==> src/hw/rtl/cronp_pkg.sv <==
package cronp_pkg;

    // field sizes and widths
    localparam int NFIELDS   = 5;
    localparam int MIN_W     = 60;
    localparam int HOUR_W    = 24;
    localparam int DAY_W     = 31;
    localparam int MONTH_W   = 12;
    localparam int WDAY_W    = 7;
    localparam int MASK_W    = MIN_W;
    localparam int IDX_W     = $clog2(MASK_W);
    localparam int NUM_W     = 8;
    localparam int POS_W     = NUM_W + 1;
    localparam int SIZE_W    = $clog2(MASK_W + 1);
    localparam int FIDX_W    = $clog2(NFIELDS + 1);

    localparam logic [FIDX_W-1:0] FIDX_END = FIDX_W'(NFIELDS);

    // ascii codes
    localparam logic [7:0] CH_STAR  = 8'h2A;
    localparam logic [7:0] CH_SLASH = 8'h2F;
    localparam logic [7:0] CH_COMMA = 8'h2C;
    localparam logic [7:0] CH_DASH  = 8'h2D;
    localparam logic [7:0] CH_SPACE = 8'h20;
    localparam logic [7:0] CH_TAB   = 8'h09;
    localparam logic [7:0] CH_NL    = 8'h0A;
    localparam logic [7:0] CH_ZERO  = 8'h30;
    localparam logic [7:0] CH_NINE  = 8'h39;

    localparam logic [NUM_W-1:0] NUM_MAX = 8'hFF;

    typedef enum logic [5:0] {
        PH_START     = 6'b000001,
        PH_ITEM      = 6'b000010,
        PH_HIGH      = 6'b000100,
        PH_STEP      = 6'b001000,
        PH_STAR      = 6'b010000,
        PH_STAR_STEP = 6'b100000
    } t_phase;

    // result of offering one byte to the current field
    typedef struct packed {
        logic             take;
        logic             close;
        t_phase           phase;
        logic [NUM_W-1:0] low;
        logic [NUM_W-1:0] high;
        logic [NUM_W-1:0] step;
    } t_dec;

    // request to the mask walker
    typedef struct packed {
        logic              start;
        t_phase            phase;
        logic [NUM_W-1:0]  low;
        logic [NUM_W-1:0]  high;
        logic [NUM_W-1:0]  step;
        logic [FIDX_W-1:0] fidx;
    } t_walk_req;

    // walker status toward the sequencer
    typedef struct packed {
        logic             set;
        logic [IDX_W-1:0] idx;
        logic             done;
    } t_walk_st;

    function automatic logic [SIZE_W-1:0] field_size(input logic [FIDX_W-1:0] fidx);
        logic [SIZE_W-1:0] s;
        case (fidx)
            3'd0:    s = SIZE_W'(MIN_W);
            3'd1:    s = SIZE_W'(HOUR_W);
            3'd2:    s = SIZE_W'(DAY_W);
            3'd3:    s = SIZE_W'(MONTH_W);
            3'd4:    s = SIZE_W'(WDAY_W);
            default: s = '0;
        endcase
        return s;
    endfunction

    // v * 10 + digit, saturating
    function automatic logic [NUM_W-1:0] sat_digit(input logic [NUM_W-1:0] v,
                                                   input logic [7:0] c);
        logic [11:0] r;
        r = ({4'b0, v} << 3) + ({4'b0, v} << 1) + {8'b0, c[3:0]};
        return (r > 12'(NUM_MAX)) ? NUM_MAX : r[NUM_W-1:0];
    endfunction

endpackage

==> src/hw/rtl/cronp_if.sv <==
interface cronp_in_if;
    logic       valid;
    logic       ready;
    logic [7:0] char_in;
    logic       last;

    modport source (output valid, output char_in, output last, input ready);
    modport sink   (input valid, input char_in, input last, output ready);
endinterface

interface cronp_out_if;
    logic                         valid;
    logic                         ready;
    logic [cronp_pkg::MIN_W-1:0]   minute_mask;
    logic [cronp_pkg::HOUR_W-1:0]  hour_mask;
    logic [cronp_pkg::DAY_W-1:0]   day_mask;
    logic [cronp_pkg::MONTH_W-1:0] month_mask;
    logic [cronp_pkg::WDAY_W-1:0]  weekday_mask;
    logic                         stuck;

    modport source (output valid, output minute_mask, output hour_mask, output day_mask,
                    output month_mask, output weekday_mask, output stuck, input ready);
    modport sink   (input valid, input minute_mask, input hour_mask, input day_mask,
                    input month_mask, input weekday_mask, input stuck, output ready);
endinterface

==> src/hw/rtl/cronp_decode.sv <==
module cronp_decode (
    input  cronp_pkg::t_phase              i_phase,
    input  logic [7:0]                     i_char,
    input  logic [cronp_pkg::NUM_W-1:0]    i_low,
    input  logic [cronp_pkg::NUM_W-1:0]    i_high,
    input  logic [cronp_pkg::NUM_W-1:0]    i_step,
    output cronp_pkg::t_dec                o_dec
);

    logic             is_digit;
    logic             is_blank;
    logic             opens_item;
    cronp_pkg::t_phase eff_phase;

    assign is_digit   = (i_char >= cronp_pkg::CH_ZERO) && (i_char <= cronp_pkg::CH_NINE);
    assign is_blank   = (i_char == cronp_pkg::CH_SPACE) || (i_char == cronp_pkg::CH_TAB)
                        || (i_char == cronp_pkg::CH_NL);
    assign opens_item = is_digit || (i_char == cronp_pkg::CH_DASH)
                        || (i_char == cronp_pkg::CH_SLASH) || (i_char == cronp_pkg::CH_COMMA);

    // a field start that sees an item character behaves as inside an item
    assign eff_phase = (i_phase == cronp_pkg::PH_START && opens_item) ? cronp_pkg::PH_ITEM
                                                                     : i_phase;

    always_comb begin
        o_dec.take  = 1'b0;
        o_dec.close = 1'b0;
        o_dec.phase = i_phase;
        o_dec.low   = i_low;
        o_dec.high  = i_high;
        o_dec.step  = i_step;
        unique case (eff_phase)
            cronp_pkg::PH_START: begin
                if (is_blank) begin
                    o_dec.take = 1'b1;
                end else if (i_char == cronp_pkg::CH_STAR) begin
                    o_dec.take  = 1'b1;
                    o_dec.phase = cronp_pkg::PH_STAR;
                end
            end
            cronp_pkg::PH_ITEM: begin
                o_dec.take  = is_digit || opens_item;
                o_dec.phase = cronp_pkg::PH_ITEM;
                if (is_digit) begin
                    o_dec.low = cronp_pkg::sat_digit(i_low, i_char);
                end else if (i_char == cronp_pkg::CH_DASH) begin
                    o_dec.high  = '0;
                    o_dec.phase = cronp_pkg::PH_HIGH;
                end else if (i_char == cronp_pkg::CH_SLASH) begin
                    o_dec.high  = i_low;
                    o_dec.phase = cronp_pkg::PH_STEP;
                end else if (i_char == cronp_pkg::CH_COMMA) begin
                    o_dec.close = 1'b1;
                end
            end
            cronp_pkg::PH_HIGH: begin
                if (is_digit) begin
                    o_dec.take = 1'b1;
                    o_dec.high = cronp_pkg::sat_digit(i_high, i_char);
                end else if (i_char == cronp_pkg::CH_SLASH) begin
                    o_dec.take  = 1'b1;
                    o_dec.phase = cronp_pkg::PH_STEP;
                end else if (i_char == cronp_pkg::CH_COMMA) begin
                    o_dec.take  = 1'b1;
                    o_dec.close = 1'b1;
                    o_dec.phase = cronp_pkg::PH_ITEM;
                end
            end
            cronp_pkg::PH_STEP: begin
                if (is_digit) begin
                    o_dec.take = 1'b1;
                    o_dec.step = cronp_pkg::sat_digit(i_step, i_char);
                end else if (i_char == cronp_pkg::CH_COMMA) begin
                    o_dec.take  = 1'b1;
                    o_dec.close = 1'b1;
                    o_dec.phase = cronp_pkg::PH_ITEM;
                end
            end
            cronp_pkg::PH_STAR: begin
                if (i_char == cronp_pkg::CH_SLASH) begin
                    o_dec.take  = 1'b1;
                    o_dec.phase = cronp_pkg::PH_STAR_STEP;
                end
            end
            cronp_pkg::PH_STAR_STEP: begin
                if (is_digit) begin
                    o_dec.take = 1'b1;
                    o_dec.step = cronp_pkg::sat_digit(i_step, i_char);
                end
            end
            default: begin
                o_dec.take = 1'b0;
            end
        endcase
        // a comma clears the item registers
        if (o_dec.close) begin
            o_dec.low  = '0;
            o_dec.high = '0;
            o_dec.step = '0;
        end
    end

endmodule

==> src/hw/rtl/cronp_walk.sv <==
module cronp_walk (
    input  logic                 i_clk,
    input  logic                 i_rst_n,
    input  cronp_pkg::t_walk_req i_req,
    output cronp_pkg::t_walk_st  o_st
);

    logic                           r_busy, n_busy;
    logic [cronp_pkg::POS_W-1:0]    r_pos, n_pos;
    logic [cronp_pkg::NUM_W-1:0]    r_hi, n_hi;
    logic [cronp_pkg::NUM_W-1:0]    r_st, n_st;
    logic [cronp_pkg::SIZE_W-1:0]   r_size, n_size;
    logic                           in_range;
    logic [cronp_pkg::NUM_W-1:0]    start_lo;
    logic [cronp_pkg::NUM_W-1:0]    start_hi;

    assign in_range = (r_pos <= {1'b0, r_hi})
                      && (r_pos < cronp_pkg::POS_W'(r_size));

    // item bounds from the phase the item was closed in
    always_comb begin
        unique case (i_req.phase)
            cronp_pkg::PH_START, cronp_pkg::PH_ITEM: begin
                start_lo = i_req.low;
                start_hi = i_req.low;
            end
            cronp_pkg::PH_STAR, cronp_pkg::PH_STAR_STEP: begin
                start_lo = '0;
                start_hi = cronp_pkg::NUM_MAX;
            end
            default: begin
                start_lo = i_req.low;
                start_hi = i_req.high;
            end
        endcase
    end

    always_comb begin
        n_busy = r_busy;
        n_pos  = r_pos;
        n_hi   = r_hi;
        n_st   = r_st;
        n_size = r_size;
        if (i_req.start) begin
            n_busy = 1'b1;
            n_pos  = {1'b0, start_lo};
            n_hi   = start_hi;
            n_st   = (i_req.step == '0) ? cronp_pkg::NUM_W'(1) : i_req.step;
            n_size = cronp_pkg::field_size(i_req.fidx);
        end else if (r_busy) begin
            if (in_range) begin
                n_pos = r_pos + {1'b0, r_st};
            end else begin
                n_busy = 1'b0;
            end
        end
    end

    always_ff @(posedge i_clk) begin
        if (!i_rst_n) begin
            r_busy <= 1'b0;
        end else begin
            r_busy <= n_busy;
        end
    end

    always_ff @(posedge i_clk) begin
        r_pos  <= n_pos;
        r_hi   <= n_hi;
        r_st   <= n_st;
        r_size <= n_size;
    end

    assign o_st.set  = r_busy && in_range;
    assign o_st.idx  = r_pos[cronp_pkg::IDX_W-1:0];
    assign o_st.done = r_busy && !in_range;

endmodule

==> src/hw/rtl/cron_spec_parser_top.sv <==
// cron spec parser: turns the text of a five-field cron spec into match masks
//
// i_in carries the spec one byte per beat (char_in) with last marking the
// final byte. o_out carries one beat per spec, after the byte with last set:
// minute (60 bits), hour (24), day of month (31), month (12) and weekday (7)
// masks plus the stuck flag for a byte that no field could take.
//
// the block works on one byte at a time and drops i_in.ready while busy.
// a plain byte goes through ST_CHAR and ST_TAIL before ready returns.
// closing an item (comma, field end, end of string) runs the mask walker:
// one adder and compare that visits low, low+step, ... and sets one mask
// bit per cycle while the sequencer waits in ST_FILL.
// a byte that ends a field and retries in the next one, or the last byte
// closing the remaining fields, chains up to five such closes.
// the result beat is held in o_out until the receiver takes it; i_in stays
// not ready meanwhile, then the parse state clears for the next spec.
// synchronous reset returns the block to the minute field, field start,
// with all item registers and the stuck flag cleared.
module cron_spec_parser_top (
    input  logic               i_clk,
    input  logic               i_rst_n,
    cronp_in_if.sink           i_in,
    cronp_out_if.source        o_out
);

    // sequencer states
    typedef enum logic [4:0] {
        ST_IDLE = 5'b00001,
        ST_CHAR = 5'b00010,
        ST_FILL = 5'b00100,
        ST_TAIL = 5'b01000,
        ST_OUT  = 5'b10000
    } t_state;

    t_state                              r_state, n_state;
    logic [7:0]                          r_char, n_char;
    logic                                r_last, n_last;
    logic [cronp_pkg::FIDX_W-1:0]        r_fidx, n_fidx;
    cronp_pkg::t_phase                   r_phase, n_phase;
    logic [cronp_pkg::NUM_W-1:0]         r_low, n_low;
    logic [cronp_pkg::NUM_W-1:0]         r_high, n_high;
    logic [cronp_pkg::NUM_W-1:0]         r_step, n_step;
    logic [cronp_pkg::MASK_W-1:0]        r_accum, n_accum;
    logic                                r_stuck, n_stuck;
    logic                                r_end_field, n_end_field;
    logic                                r_retry, n_retry;
    logic [cronp_pkg::MASK_W-1:0]        r_done [cronp_pkg::NFIELDS];
    logic                                done_we;

    cronp_pkg::t_dec                     dec;
    cronp_pkg::t_walk_req                walk_req;
    cronp_pkg::t_walk_st                 walk_st;

    // byte classification for the current field
    cronp_decode u_decode (
        .i_phase (r_phase),
        .i_char  (r_char),
        .i_low   (r_low),
        .i_high  (r_high),
        .i_step  (r_step),
        .o_dec   (dec)
    );

    // shared step walker that builds one item's mask bits
    cronp_walk u_walk (
        .i_clk   (i_clk),
        .i_rst_n (i_rst_n),
        .i_req   (walk_req),
        .o_st    (walk_st)
    );

    assign i_in.ready = (r_state == ST_IDLE);

    always_comb begin
        n_state     = r_state;
        n_char      = r_char;
        n_last      = r_last;
        n_fidx      = r_fidx;
        n_phase     = r_phase;
        n_low       = r_low;
        n_high      = r_high;
        n_step      = r_step;
        n_accum     = r_accum;
        n_stuck     = r_stuck;
        n_end_field = r_end_field;
        n_retry     = r_retry;
        done_we     = 1'b0;
        // the walker always sees the item as it stands before this cycle
        walk_req.start = 1'b0;
        walk_req.phase = r_phase;
        walk_req.low   = r_low;
        walk_req.high  = r_high;
        walk_req.step  = r_step;
        walk_req.fidx  = r_fidx;

        unique case (r_state)
            ST_IDLE: begin
                if (i_in.valid) begin
                    n_char  = i_in.char_in;
                    n_last  = i_in.last;
                    n_state = ST_CHAR;
                end
            end
            ST_CHAR: begin
                if (r_fidx == cronp_pkg::FIDX_END) begin
                    // all five fields done: trailing bytes are dropped
                    n_state = ST_TAIL;
                end else if (dec.take) begin
                    n_phase = dec.phase;
                    n_low   = dec.low;
                    n_high  = dec.high;
                    n_step  = dec.step;
                    if (dec.close) begin
                        walk_req.start = 1'b1;
                        n_end_field    = 1'b0;
                        n_retry        = 1'b0;
                        n_state        = ST_FILL;
                    end else begin
                        n_state = ST_TAIL;
                    end
                end else begin
                    // byte ends this field and is offered to the next one
                    if (r_phase == cronp_pkg::PH_START) begin
                        n_stuck = 1'b1;
                    end
                    walk_req.start = 1'b1;
                    n_phase        = cronp_pkg::PH_START;
                    n_low          = '0;
                    n_high         = '0;
                    n_step         = '0;
                    n_end_field    = 1'b1;
                    n_retry        = 1'b1;
                    n_state        = ST_FILL;
                end
            end
            ST_FILL: begin
                if (walk_st.set) begin
                    n_accum[walk_st.idx] = 1'b1;
                end
                if (walk_st.done) begin
                    if (r_end_field) begin
                        done_we = 1'b1;
                        n_accum = '0;
                        n_fidx  = r_fidx + cronp_pkg::FIDX_W'(1);
                        n_state = r_retry ? ST_CHAR : ST_TAIL;
                    end else begin
                        n_state = ST_TAIL;
                    end
                end
            end
            ST_TAIL: begin
                if (!r_last) begin
                    n_state = ST_IDLE;
                end else if (r_fidx != cronp_pkg::FIDX_END) begin
                    // end of string closes the open field, then each unstarted one
                    walk_req.start = 1'b1;
                    n_phase        = cronp_pkg::PH_START;
                    n_low          = '0;
                    n_high         = '0;
                    n_step         = '0;
                    n_end_field    = 1'b1;
                    n_retry        = 1'b0;
                    n_state        = ST_FILL;
                end else begin
                    n_state = ST_OUT;
                end
            end
            ST_OUT: begin
                if (o_out.ready) begin
                    n_fidx  = '0;
                    n_phase = cronp_pkg::PH_START;
                    n_low   = '0;
                    n_high  = '0;
                    n_step  = '0;
                    n_accum = '0;
                    n_stuck = 1'b0;
                    n_state = ST_IDLE;
                end
            end
            default: begin
                n_state = ST_IDLE;
            end
        endcase
    end

    always_ff @(posedge i_clk) begin
        if (!i_rst_n) begin
            r_state     <= ST_IDLE;
            r_fidx      <= '0;
            r_phase     <= cronp_pkg::PH_START;
            r_low       <= '0;
            r_high      <= '0;
            r_step      <= '0;
            r_accum     <= '0;
            r_stuck     <= 1'b0;
            r_end_field <= 1'b0;
            r_retry     <= 1'b0;
        end else begin
            r_state     <= n_state;
            r_fidx      <= n_fidx;
            r_phase     <= n_phase;
            r_low       <= n_low;
            r_high      <= n_high;
            r_step      <= n_step;
            r_accum     <= n_accum;
            r_stuck     <= n_stuck;
            r_end_field <= n_end_field;
            r_retry     <= n_retry;
        end
    end

    // byte holding and finished field masks
    always_ff @(posedge i_clk) begin
        r_char <= n_char;
        r_last <= n_last;
        if (done_we) begin
            r_done[r_fidx] <= r_accum;
        end
    end

    assign o_out.valid        = (r_state == ST_OUT);
    assign o_out.minute_mask  = r_done[0];
    assign o_out.hour_mask    = r_done[1][cronp_pkg::HOUR_W-1:0];
    assign o_out.day_mask     = r_done[2][cronp_pkg::DAY_W-1:0];
    assign o_out.month_mask   = r_done[3][cronp_pkg::MONTH_W-1:0];
    assign o_out.weekday_mask = r_done[4][cronp_pkg::WDAY_W-1:0];
    assign o_out.stuck        = r_stuck;

endmodule

==> src/flat_wrapper.sv <==
// flat-port wrapper written by rule: the top's interface ports become plain ports
module cron_spec_parser_top_flat 
  (i_clk, i_rst_n, i_in_valid, i_in_char_in, i_in_last, i_in_ready, o_out_valid, o_out_minute_mask, o_out_hour_mask, o_out_day_mask, o_out_month_mask, o_out_weekday_mask, o_out_stuck, o_out_ready);
  cronp_in_if i_in_i ();
  cronp_out_if o_out_i ();
  input  logic i_clk;
  input  logic i_rst_n;
  input wire logic [$bits(i_in_i.valid)-1:0] i_in_valid;
  input wire logic [$bits(i_in_i.char_in)-1:0] i_in_char_in;
  input wire logic [$bits(i_in_i.last)-1:0] i_in_last;
  output wire logic [$bits(i_in_i.ready)-1:0] i_in_ready;
  output wire logic [$bits(o_out_i.valid)-1:0] o_out_valid;
  output wire logic [$bits(o_out_i.minute_mask)-1:0] o_out_minute_mask;
  output wire logic [$bits(o_out_i.hour_mask)-1:0] o_out_hour_mask;
  output wire logic [$bits(o_out_i.day_mask)-1:0] o_out_day_mask;
  output wire logic [$bits(o_out_i.month_mask)-1:0] o_out_month_mask;
  output wire logic [$bits(o_out_i.weekday_mask)-1:0] o_out_weekday_mask;
  output wire logic [$bits(o_out_i.stuck)-1:0] o_out_stuck;
  input wire logic [$bits(o_out_i.ready)-1:0] o_out_ready;
  assign i_in_i.valid = i_in_valid;
  assign i_in_i.char_in = i_in_char_in;
  assign i_in_i.last = i_in_last;
  assign i_in_ready = i_in_i.ready;
  assign o_out_valid = o_out_i.valid;
  assign o_out_minute_mask = o_out_i.minute_mask;
  assign o_out_hour_mask = o_out_i.hour_mask;
  assign o_out_day_mask = o_out_i.day_mask;
  assign o_out_month_mask = o_out_i.month_mask;
  assign o_out_weekday_mask = o_out_i.weekday_mask;
  assign o_out_stuck = o_out_i.stuck;
  assign o_out_i.ready = o_out_ready;
  cron_spec_parser_top u_core (.i_clk(i_clk), .i_rst_n(i_rst_n), .i_in(i_in_i), .o_out(o_out_i));
endmodule
==> config.mk <==
export PLATFORM = sky130hd
export DESIGN_NAME = cron_spec_parser_top_flat
export DESIGN_NICKNAME = d
export VERILOG_FILES = /design/src/hw/rtl/cronp_pkg.sv /design/src/hw/rtl/cronp_if.sv /design/src/hw/rtl/cronp_decode.sv /design/src/hw/rtl/cronp_walk.sv /design/src/hw/rtl/cron_spec_parser_top.sv /design/src/flat_wrapper.sv
export SDC_FILE = /design/constraint.sdc
export NUM_CORES = 1
export LEC_CHECK = 0
export BUFFER_PORTS_ARGS = -buffer_cell sky130_fd_sc_hd__buf_2
export CAP_MARGIN = 20
export CORE_MARGIN = 2
export CORE_UTILIZATION = 58
export DETAILED_ROUTE_END_ITERATION = 16
export PLACE_DENSITY = 0.91
export SLEW_MARGIN = 0
export SYNTH_ARGS = -nofsm -noshare
export SYNTH_HDL_FRONTEND = slang
export SYNTH_SLANG_ARGS = --single-unit
export TNS_END_PERCENT = 20
==> constraint.sdc <==
create_clock -name i_clk -period 10.8 [get_ports i_clk]
set_input_delay 0.54 -clock i_clk [delete_from_list [all_inputs] [get_ports i_clk]]
set_output_delay 0.54 -clock i_clk [all_outputs]
set_load 0.01 [all_outputs]
Word level (Yosys, flattened, before mapping)
Memories as Yosys holds them, arrays and structs flattened.
Cells that the tools add are included.
{ "op_classes": {"magnitude_cmp": 9, "n_reduce_logical": 36, "mux": 112, "bitwise_logic": 1, "n_addsub": 8, "n_eq_ne": 51} }
{ "ops": {"columns": ["op", "count"], "rows": [
  ["$mux 60", 4],
  ["$mux 8", 25],
  ["$pmux 60 s2", 1],
  ["$pmux 8 s3", 3],
  ["$mux 6", 10],
  ["$or 60x60->60", 1],
  ["$pmux 6 s5", 2],
  ["$eq 8x6->1 const B", 5],
  ["$add 11x9->12", 3],
  ["$add 12x4->12", 3],
  ["$gt 12x8->1 const B", 3],
  ["$mux 1", 36],
  ["$mux 5", 7],
  ["$ne 4x4->1 const B", 8],
  ["$pmux 8 s2", 2],
  ["$pmux 5 s5", 1],
  ["$mux 24", 1],
  ["$mux 7", 3],
  ["$mux 4", 5],
  ["$pmux 6 s3", 1],
  ["$eq 8x4->1 const B", 2],
  ["$ne 5x5->1 const B", 3],
  ["$reduce_and 7->1", 2],
  ["$eq 6x1->1 const B", 2],
  ["46 further kinds", 84]
]} }
{ "totals": {"n_memories": 1, "out_inout_bits": 137, "ramBits": 300, "reg_bits": 142, "word_cells": 236, "input_bits": 13} }
{ "memory_table": {"columns": ["name", "depth", "word_bits", "rd", "rd_ports_with_merged_regs", "wr", "line", "source"], "rows": [
  ["u_core.r_done", 5, 60, 5, 0, 1, "cron_spec_parser_top.sv:47", "logic [cronp_pkg::MASK_W-1:0] r_done [cronp_pkg::NFIELDS];"]
]} }

Longest topological paths before layout
Gate-level depths: netlist of the first run.
{ "logic_depth": {"ltp_word": 15, "depth_mapped": 12, "depth_no_buf": 11} }

Hierarchy
Synthesis of the first run repeated with hierarchy kept, for this count alone.
{ "unflattened": {"cells_unflattened": 1078, "hier_area_um2": 13057.5} }
{ "by_module_without_submodules": {"columns": ["module", "seq_area_each_um2", "area_each_um2", "n_inst", "cells_each"], "rows": [
  ["cron_spec_parser_top", 6316.1, 8827.2, 1, 598],
  ["cronp_decode", 0.0, 2173.3, 1, 291],
  ["cronp_walk", 910.9, 2057.0, 1, 189]
]} }

Worst setup path before layout of the first run
OpenSTA, ideal clock, no wires.
{ "synth_path": {"path_type": "reg2reg", "start": "register u_core.u_walk.r_pos[0] in the netlist's numbering", "end": "memory u_core.r_done[0][0] in the netlist's numbering, enable pin", "setup_slack_ns": 2.747, "setup_time_ns": 0.626, "path_stages_with_launch": 11, "required_ns": 10.174, "period_less_slack_ns": 8.053, "n_path_buf": 2, "arrival_ns": 7.427, "cell_sequence": "edfxtp_1 > clkbuf_1 > inv_1 > ha_1 > nand4_1 > or2_2 > o211ai_1 > a21oi_1 > o2111ai_1 > clkbuf_1 > nor4_1"} }
{ "synth_between": {"elab_chain_len": 8, "word_cells_on_any_way": 9, "cone_classes": "order compare: 2; mux: 4; reduce/logical: 3"} }
{ "synth_rtl": {"columns": ["item", "line", "source"], "rows": [
  ["start, declared", "cronp_walk.sv:9", "logic [cronp_pkg::POS_W-1:0] r_pos, n_pos;"],
  ["start signal, assigned", "cronp_walk.sv:68", "r_pos <= n_pos;"],
  ["$le 9x8->1 / $lt 9x6->1 (equally long branches)", "cronp_walk.sv:17, cronp_walk.sv:18", null],
  ["$logic_and 1x1->1 (*)", "cronp_walk.sv:18", "&& (r_pos < cronp_pkg::POS_W'(r_size));"],
  ["$logic_not 1->1 (*)", "cronp_walk.sv:76", "assign o_st.done = r_busy && !in_range;"],
  ["$logic_and 1x1->1 (*)", "cronp_walk.sv:76", null],
  ["$mux 1 (*)", "cron_spec_parser_top.sv:140", "if (walk_st.done) begin"],
  ["$mux 1 (*)", "cron_spec_parser_top.sv:96", "unique case (r_state)"],
  ["$mux 1 (*)", "cron_spec_parser_top.sv:216", "if (done_we) begin"],
  ["$mux 1 (implied by the code) (*)", "cron_spec_parser_top.sv:217", "r_done[r_fidx] <= r_accum;"],
  ["end, declared", "cron_spec_parser_top.sv:47", null]
]} }
Mark *: on every way between the ends. The rest lies on a longest branch, timed or not.

Final worst setup path of the first run
{ "layout_path": {"start": "register u_core.u_walk.r_pos[0] in the netlist's numbering", "end": "register u_core.r_accum[19] in the netlist's numbering"} }
{ "layout_between": {"elab_chain_len": 9, "word_cells_on_any_way": 16, "cone_classes": "order compare: 4; mux: 6; bitwise: 1; reduce/logical: 5"} }
{ "layout_rtl": {"columns": ["item", "line", "source"], "rows": [
  ["$lt 6x7->1 (implied by the code) / $ge 6x1->1 (equally long branches)", "cron_spec_parser_top.sv:138", "n_accum[walk_st.idx] = 1'b1;"],
  ["$logic_and 1x1->1 (implied by the code)", "cron_spec_parser_top.sv:138", null],
  ["$mux 1 (implied by the code)", "cron_spec_parser_top.sv:138", null],
  ["$demux 1 s6", null, null],
  ["$or 60x60->60 (no line)", null, null],
  ["$mux 60", "cron_spec_parser_top.sv:137", "if (walk_st.set) begin"],
  ["$mux 60", "cron_spec_parser_top.sv:141", "if (r_end_field) begin"],
  ["$mux 60 (*)", "cron_spec_parser_top.sv:140", null],
  ["$pmux 60 s2 (*)", "cron_spec_parser_top.sv:96", null],
  ["end signal, assigned", "cron_spec_parser_top.sv:205", "r_accum <= n_accum;"],
  ["end, declared", "cron_spec_parser_top.sv:43", "logic [cronp_pkg::MASK_W-1:0] r_accum, n_accum;"]
]} }
Marked as above.
A chain may end at the register's enable or synchronous reset.

==> key figures, run 1 <==
Run status
  – Run status: finished clean

Timing
  – Hold Violations, Final: 0
  – Tightest Pin Transition: 1.10 ns
  – Minimum clock period: 3.90 ns
  – Peak Freq: 0.256 GHz
  – Skew final: 0.0137 ns
  – Setup violators final: 0
  – Setup slack after layout: 6.90 ns
  – Final worst-path cycle share: 36.2%
  – Slew headroom: 25.9%
  – Total Negative Setup Slacks: 0 ns
  – Fin. max-slew vios: 0
  – RSZ-0062 raised after global routing: no
  – Worst hold slack: 0.171 ns

Yosys
  – Share of flip-flops with an asynchronous set or reset: 0%
  – Top FF cell, synth: edfxtp_1
  – Yosys reg bits: 275
  – Syn_nets: 1022
  – Seq/Total Area, Yosys: 61.1%
  – Syn avg cell area: 12.7 sq um
  – Synth area leaders: edfxtp_1, dfxtp_1, ha_1
  – Synthesized instance count: 931
  – Post-synthesis instance area: 11800 sq um
  – Ys Warns: 0
  – Cell variety after synth: 76
  – Largest area contributor in the netlist: edfxtp_1
  – Share of the synthesized area in the top cell type: 43.6%
  – Post-synth EDFFs: 172
  – Cell types with the highest counts after synthesis: edfxtp_1, dfxtp_1, ha_1
  – Most common cell in the netlist: edfxtp_1

Clock network
  – Resized Gates After CTS: 0
  – Hold Buf Count CTS: 0
  – Setup Buffers After CTS: 0
  – Clock root buffer: clkbuf_16
  – H-tree lvl count: 1
  – Clk slew on worst S/H paths: 0.07 ns
  – Worst-Skew Late Latency: 0.55 ns
  – CTS tree: done
  – Clock sink count: 275
  – TritonCTS buffer count: 26
  – Longest Clk Path Bufs: 3

Place
  – Dpl ws: 6.74 ns
  – Placed Area: 12800 sq um
  – Placer congestion estimate: 0.923
  – Input/output buffers: 149
  – Dpl hpwl: 18.4 mm

Power and ir drop
  – Leakage Power: 5.29 nW
  – Worst VDD drop: 0.123 mV
  – PD cells: 154 nW/um^2

Final layout
  – Post-layout nets: 1168
  – Ant. Diodes: 0
  – Share of layout cells above drive strength 1: 20.7%
  – Finished Cell Area: 13700 sq um
  – Filler instances: 1284
  – Final Core Density: 68.0%
  – Area growth syn-to-layout: 15.5%

Run
  – Number of max-cap violations: 0

Floorplanning
  – Top-Level Pins: 150
  – Rows: 52
  – Horiz. Die Dim: 147 microns
  – Chip height: 147 microns
  – Die ar.: 21600 sq um
  – Initial Util: 58.9%
  – Core ar.: 20100 sq um

Drt
  – Final WL: 29.5 mm
  – Router iterations before antenna repair: 6
  – DRC: 0
  – Routed len/inst: 21.6 microns
  – Vias per Instance: 6.23
  – 1st-iter DRT viols: 1003
  – ANT nets after route: 0
  – Vias: 8511

Setup path
  – CP top delay family: compound AO/OA/AOI/OAI gates
  – Crit path buf inv count: 2
  – Crit end category: flip-flop
  – CP peak stage delay: 0.86 ns
  – Worst Path Class, Setup: reg2reg
  – Worst setup SP type: flip-flop
  – Slowest CP cell: o2111ai_1
  – Worst Path Required: 11.25 ns
  – Crit path DAT: 4.35 ns
  – Crit Path Max Fanout: 60
  – Critical-path cell list: inv_1 > ha_1 > nand4_1 > or2_2 > a221o_1 > a31o_2 > o2111ai_1 > nor2b_4 > buf_4 > o2bb2ai_1

Min path
  – Worst min-delay path class: in2reg

Global route
  – Largest net degree at the start of global routing: 61
  – M2 GR Usage: 45.9%
  – Vias in the first global route: 8058
  – GRT Max-Usage Layer: met2
  – Initial antenna violation count: 0
  – GRT Total Usage: 27.0%
  – Met3 usage: 4.35%
  – Total grt overflow: 0
  – First-pass GRT wire length: 45.8 mm
  – Routing usage on met1: 35.7%
registers in the layout, summed over array words and instances, names as in the netlist, 3 cells and up:
register and flops:
u_core.u_walk.r_st 8, u_core.r_state 5, u_core.u_walk.r_size 5, u_core.r_done 134, u_core.u_walk.r_hi 8, u_core.r_phase 6, u_core.r_high 8, u_core.r_accum 60
u_core.r_fidx 3, u_core.u_walk.r_pos 9, u_core.r_char 8, u_core.r_step 8, u_core.r_low 8
report_power, final:
group	internal [mW]	switching (mW)	total, mW
Clock	0.491	0.411	0.901
Sequential	1.12	0.0121	1.13
Combinational	0.0275	0.0457	0.0732
worst register-to-register path: cells and delay by family, from the launching register on:
kind	cells	cell delay [ns]
AO/OA/AOI/OAI	4	1.65
adder cells (fa/ha/maj)	1	0.29
buffers and inverters	2	0.67
flip-flops	1	0.53
AND/OR/NAND/NOR	3	0.67
path summary, 6_finish.rpt:
check / from / cells past startpoint / to / slack [ns]
min: i_in_last / 1 / u_core.r_last / 0.17
max reg2reg: u_core.u_walk.r_pos[0] / 10 / u_core.r_accum[19] / 6.90
min reg2reg: u_core.r_accum[45] / 0 / u_core.r_done[0][45] / 0.43
max: u_core.u_walk.r_pos[0] / 10 / u_core.r_accum[19] / 6.90
cell families (layout without fill, tap and decap cells):
kind of cell	count (synthesis)	in the layout	synth area share (%)
muxes	7	7	0.602
adders and majority gates	78	78	8.69
DFF	275	275	61.1
AOI/OAI and AO/OA	201	201	13.2
and+or+nand+nor	270	270	12.0
xor gates and xnor gates	19	19	1.41
buffers and inverters	81	247	2.99
area by class of cell:
type,instances,area (sq um),share of cell area [%]
clock buffer,35,704,5.15
tap,270,338,2.47
sequential,275,7230,52.9
multi-input combinational,575,4300,31.5
inverter,42,159,1.16
clock inverter,13,131,0.961
timing repair buffer,157,806,5.89
cells in the final DEF, fill, tap and decap left out, types with 5 or more instances in the layout:
master	count
nor3_1	16
buf_2	149
o21ai_0	30
xnor2_1	11
clkbuf_16	26
o2bb2ai_1	56
nand2_1	52
mux2i_1	6
xor2_1	8
a21o_1	10
nor3b_1	6
clkbuf_1	7
a22o_1	20
nand3_1	46
edfxtp_1	172
or3_1	5
a21oi_1	23
dfxtp_1	103
fa_1	7
nor2b_1	11
ha_1	71
inv_1	41
nor2_1	67
nand2b_1	7
nand4_1	9
o21a_1	8
nor4_2	5
o41ai_1	8
and3_1	10
a31oi_1	5
buf_4	8
per-layer routing:
| layer | vias up | wire length (microns) |
|---|---|---|
| li1 | 3825 | - |
| met1 | 4080 | 11600 |
| met2 | 518 | 14600 |
| met3 | 88 | 2430 |
| met4 | 0 | 911 |
| met5 | - | 0 |
per-stage QoR:
stage	power (mW)	std cells
2_1_floorplan	1.20	931
3_3_place_gp	1.22	1318
3_5_place_dp	1.22	1318
4_1_cts	2.10	1366
5_1_grt	2.15	1367
6_report	2.10	1367
(Power assumes the default switching activity.)
==> run 2, diff against run 1 <==
--- a/config.mk
+++ b/config.mk
@@ -5,12 +5,13 @@
 export SDC_FILE = /design/constraint.sdc
 export NUM_CORES = 1
 export LEC_CHECK = 0
+export ABC_AREA = 1
 export BUFFER_PORTS_ARGS = -buffer_cell sky130_fd_sc_hd__buf_2
 export CAP_MARGIN = 20
 export CORE_MARGIN = 2
-export CORE_UTILIZATION = 58
+export CORE_UTILIZATION = 53
 export DETAILED_ROUTE_END_ITERATION = 16
-export PLACE_DENSITY = 0.91
+export PLACE_DENSITY = 0.87
 export SLEW_MARGIN = 0
 export SYNTH_ARGS = -nofsm -noshare
 export SYNTH_HDL_FRONTEND = slang
==> constraint.sdc (replaced) <==
create_clock -name i_clk -period 3.45 [get_ports i_clk]
set_input_delay 0.1725 -clock i_clk [delete_from_list [all_inputs] [get_ports i_clk]]
set_output_delay 0.1725 -clock i_clk [all_outputs]
set_load 0.01 [all_outputs]
==> run 2 against run 1 <==
Net effect: hold slack lost 0.14 ns; sequential power grew to 3.3 times the previous value; die area grew 22%; critical path depth grew 3; cell count grew 41%; critical path type unchanged.
==> key figures, run 2 <==
Final layout
  – Largest regs: u_core.r_done (134), u_core.r_accum (60), u_core.u_walk.r_pos (9)
  – Most frequent cells in the layout: nand2_1, edfxtp_1, nand3_1
  – Commonest non-fill, non-tap cell in the layout: nand2_1
  – Finished Cell Area: 15400 sq um (+12%)
  – Share of layout cells above drive strength 1: 16.9% (-3.8 points)
  – Ant. Diodes: 0 (unchanged)
  – Filler instances: 1923 (+50%)
  – Post-layout nets: 1668 (+43%)
  – Top reg by flops: u_core.r_done
  – Final Core Density: 63.0% (-5.0 points)
  – Max reg flops: 134 (unchanged)
  – Area growth syn-to-layout: 16.0%

Place
  – Input/output buffers: 149 (unchanged)
  – Placer congestion estimate: 0.949 (+2.8%)
  – Placed Area: 14400 sq um (+12%)
  – Dpl hpwl: 21.7 mm (+18%)
  – Dpl ws: 0.413 ns (-6.33 ns)

Setup path
  – Crit Path Max Fanout: 8 (-87%)
  – Crit end category: flip-flop
  – FF-to-FF setup slack: 0.31 ns (-6.58 ns)
  – Worst R2R Start: u_core.r_char[3]
  – Crit path DAT: 3.58 ns (-0.77 ns)
  – Worst Path Class, Setup: reg2reg
  – Worst r2r path cells: 13 (+3)
  – Worst setup SP type: flip-flop
  – Worst Path Required: 3.89 ns (-7.36 ns)
  – R2r endpoint: u_core.r_high[2]

Floorplanning
  – Rows: 57 (+9.6%)
  – Chip height: 162 microns (+10%)
  – Die ar.: 26300 sq um (+22%)
  – Horiz. Die Dim: 162 microns (+10%)
  – Top-Level Pins: 150 (unchanged)
  – Core ar.: 24400 sq um (+21%)
  – Initial Util: 54.3% (-4.6 points)

Global route
  – First-pass GRT wire length: 51.7 mm (+13%)
  – Largest net degree at the start of global routing: 62 (+1.6%)
  – GRT Total Usage: 24.2% (-2.8 points)
  – Vias in the first global route: 10400 (+29%)
  – Total grt overflow: 0 (unchanged)
  – Initial antenna violation count: 0 (unchanged)

Yosys
  – Synthesized instance count: 1414 (+52%)
  – Cell variety after synth: 52 (-32%)
  – Yosys reg bits: 275 (unchanged)
  – Syn avg cell area: 9.37 sq um (-26%)
  – Share of the synthesized area in the top cell type: 39.0% (-4.6 points)
  – Post-synthesis instance area: 13200 sq um (+12%)
  – Seq/Total Area, Yosys: 54.6% (-6.5 points)
  – Syn_nets: 1505 (+47%)
  – Ys Warns: 0 (unchanged)
  – Most common cell in the netlist: nand2_1
  – Post-synth EDFFs: 172 (unchanged)
  – Top FF cell, synth: edfxtp_1
  – Share of flip-flops with an asynchronous set or reset: 0% (unchanged)
  – Synth area leaders: edfxtp_1, dfxtp_1, ha_1
  – Largest area contributor in the netlist: edfxtp_1
  – Cell types with the highest counts after synthesis: nand2_1, edfxtp_1, nand3_1

Clock network
  – CTS tree: done
  – Resized Gates After CTS: 0 (unchanged)
  – TritonCTS buffer count: 27 (+3.8%)
  – Clock root buffer: clkbuf_16
  – H-tree lvl count: 1 (unchanged)
  – Longest Clk Path Bufs: 3 (unchanged)
  – Worst-Skew Late Latency: 0.54 ns (about the same)
  – Hold Buf Count CTS: 9 (+9)
  – Clk slew on worst S/H paths: 0.06 ns (about the same)
  – Clock sink count: 275 (unchanged)
  – Setup Buffers After CTS: 0 (unchanged)

Power and ir drop
  – Leakage Power: 5.58 nW (+5.5%)
  – Worst VDD drop: 0.395 mV (+220%)
  – PD cells: 507 nW/um^2 (+230%)

Timing
  – Skew final: 0.0111 ns (-0.00265 ns)
  – Slew headroom: 35.4% (+9.5 points)
  – Hold Violations, Final: 0 (unchanged)
  – RSZ-0062 raised after global routing: no
  – Peak Freq: 0.319 GHz (+24%)
  – Minimum clock period: 3.14 ns (-0.767 ns)
  – Setup slack after layout: 0.312 ns (-6.58 ns)
  – Tightest Pin Transition: 0.962 ns (-0.141 ns)
  – Setup violators final: 0 (unchanged)
  – Fin. max-slew vios: 0 (unchanged)
  – Final worst-path cycle share: 91.0% (+55 points)

Drt
  – Final WL: 32.2 mm (+9.1%)
  – Router iterations before antenna repair: 8 (+2)
  – Routed len/inst: 16.8 microns (-22%)
  – Vias: 11000 (+29%)
  – Vias per Instance: 5.71 (-8.3%)
  – DRC: 0 (unchanged)
  – ANT nets after route: 0 (unchanged)
  – 1st-iter DRT viols: 1105 (+10%)

Min path
  – Worst hold start: i_in_valid
  – Worst min-delay path class: in2reg
  – Hold Path Stages: 4 (+3)
  – Hold EP: u_core.r_state[0]

Run status
  – Run status: finished clean

Run
  – Number of max-cap violations: 0 (unchanged)
run 2: cell count changes after synthesis, moves of 56 or more:
cell / before / now
inv_1: 41 / 132
o21ai_0: 30 / 96
nor2_1: 67 / 142
nand2_1: 52 / 235
a21oi_1: 23 / 98
o2bb2ai_1: 56 / 0
nand3_1: 46 / 160
run 2: worst max path at each step:
stage | slack, ns | startpoint | endpoint | cells after the start
after floorplan | -0.73 | u_core.u_walk.r_pos[5] | u_core.r_done[2][0] | 9
after global placement | 0.53 | u_core.r_char[3] | u_core.r_high[6] | 13
after detailed placement | 0.41 | u_core.r_char[3] | u_core.r_high[2] | 13
after CTS | 0.35 | u_core.r_char[3] | u_core.r_high[2] | 13
after global routing | 0.02 | u_core.r_char[3] | u_core.r_high[2] | 13
final | 0.31 | u_core.r_char[3] | u_core.r_high[2] | 13
run 2: logic make-up after synthesis:
logic type | after synthesis | share of synthesized area (%)
AO/OA/AOI/OAI | 230 | 9.26
XOR/XNOR | 15 | 0.992
adder cells (fa/ha/maj) | 78 | 7.77
buffers and inverters | 192 | 5.93
flip-flops | 275 | 54.6
AND/OR/NAND/NOR | 624 | 21.5
run 2: worst max-delay path: stages (launching register included):
cell	delay, ns
edfxtp_1	0.56
fa_1	0.57
inv_1	0.06
fa_1	0.45
o21ai_0	0.41
nand2_1	0.12
a21oi_1	0.14
nand3_1	0.07
nand2_1	0.23
nand3_1	0.11
nand3_1	0.11
nand3_1	0.09
nand2_1	0.09
nor2_1	0.04
run 2: final cells by class:
class | count | area, sq um | area share (%)
repair buffers | 185 | 1040 | 6.79
multi-input cells | 947 | 5290 | 34.5
clock buffers | 33 | 739 | 4.82
inverters | 141 | 532 | 3.46
flip-flops and latches | 275 | 7230 | 47.1
clock inverters | 16 | 116 | 0.758
well taps | 324 | 405 | 2.64
run 2: per-layer routing:
metal	track usage [%]	part of all wire (%)
met5	0	0
met4	9.17	3.3
met3	3.27	8.1
met2	42.0	49
met1	31.0	39
run 2: metrics by stage:
step                      cells  TNS [ns]  hold slack (ns)  total power, mW
final                      1921         0           0.0315             7.78
after global routing       1921         0           0.0360             8.11
after CTS                  1920         0          0.00987             7.78
after detailed placement   1862         0            0.351             4.98
after floorplan            1414    -57.52            0.271             4.68
after global placement     1862         0            0.348             4.93
run 2: where the power goes:
group | switching (mW) | internal (mW)
sequential | 0.141 | 3.60
clock | 1.27 | 1.55
combinational | 0.788 | 0.430
total | 2.20 | 5.58
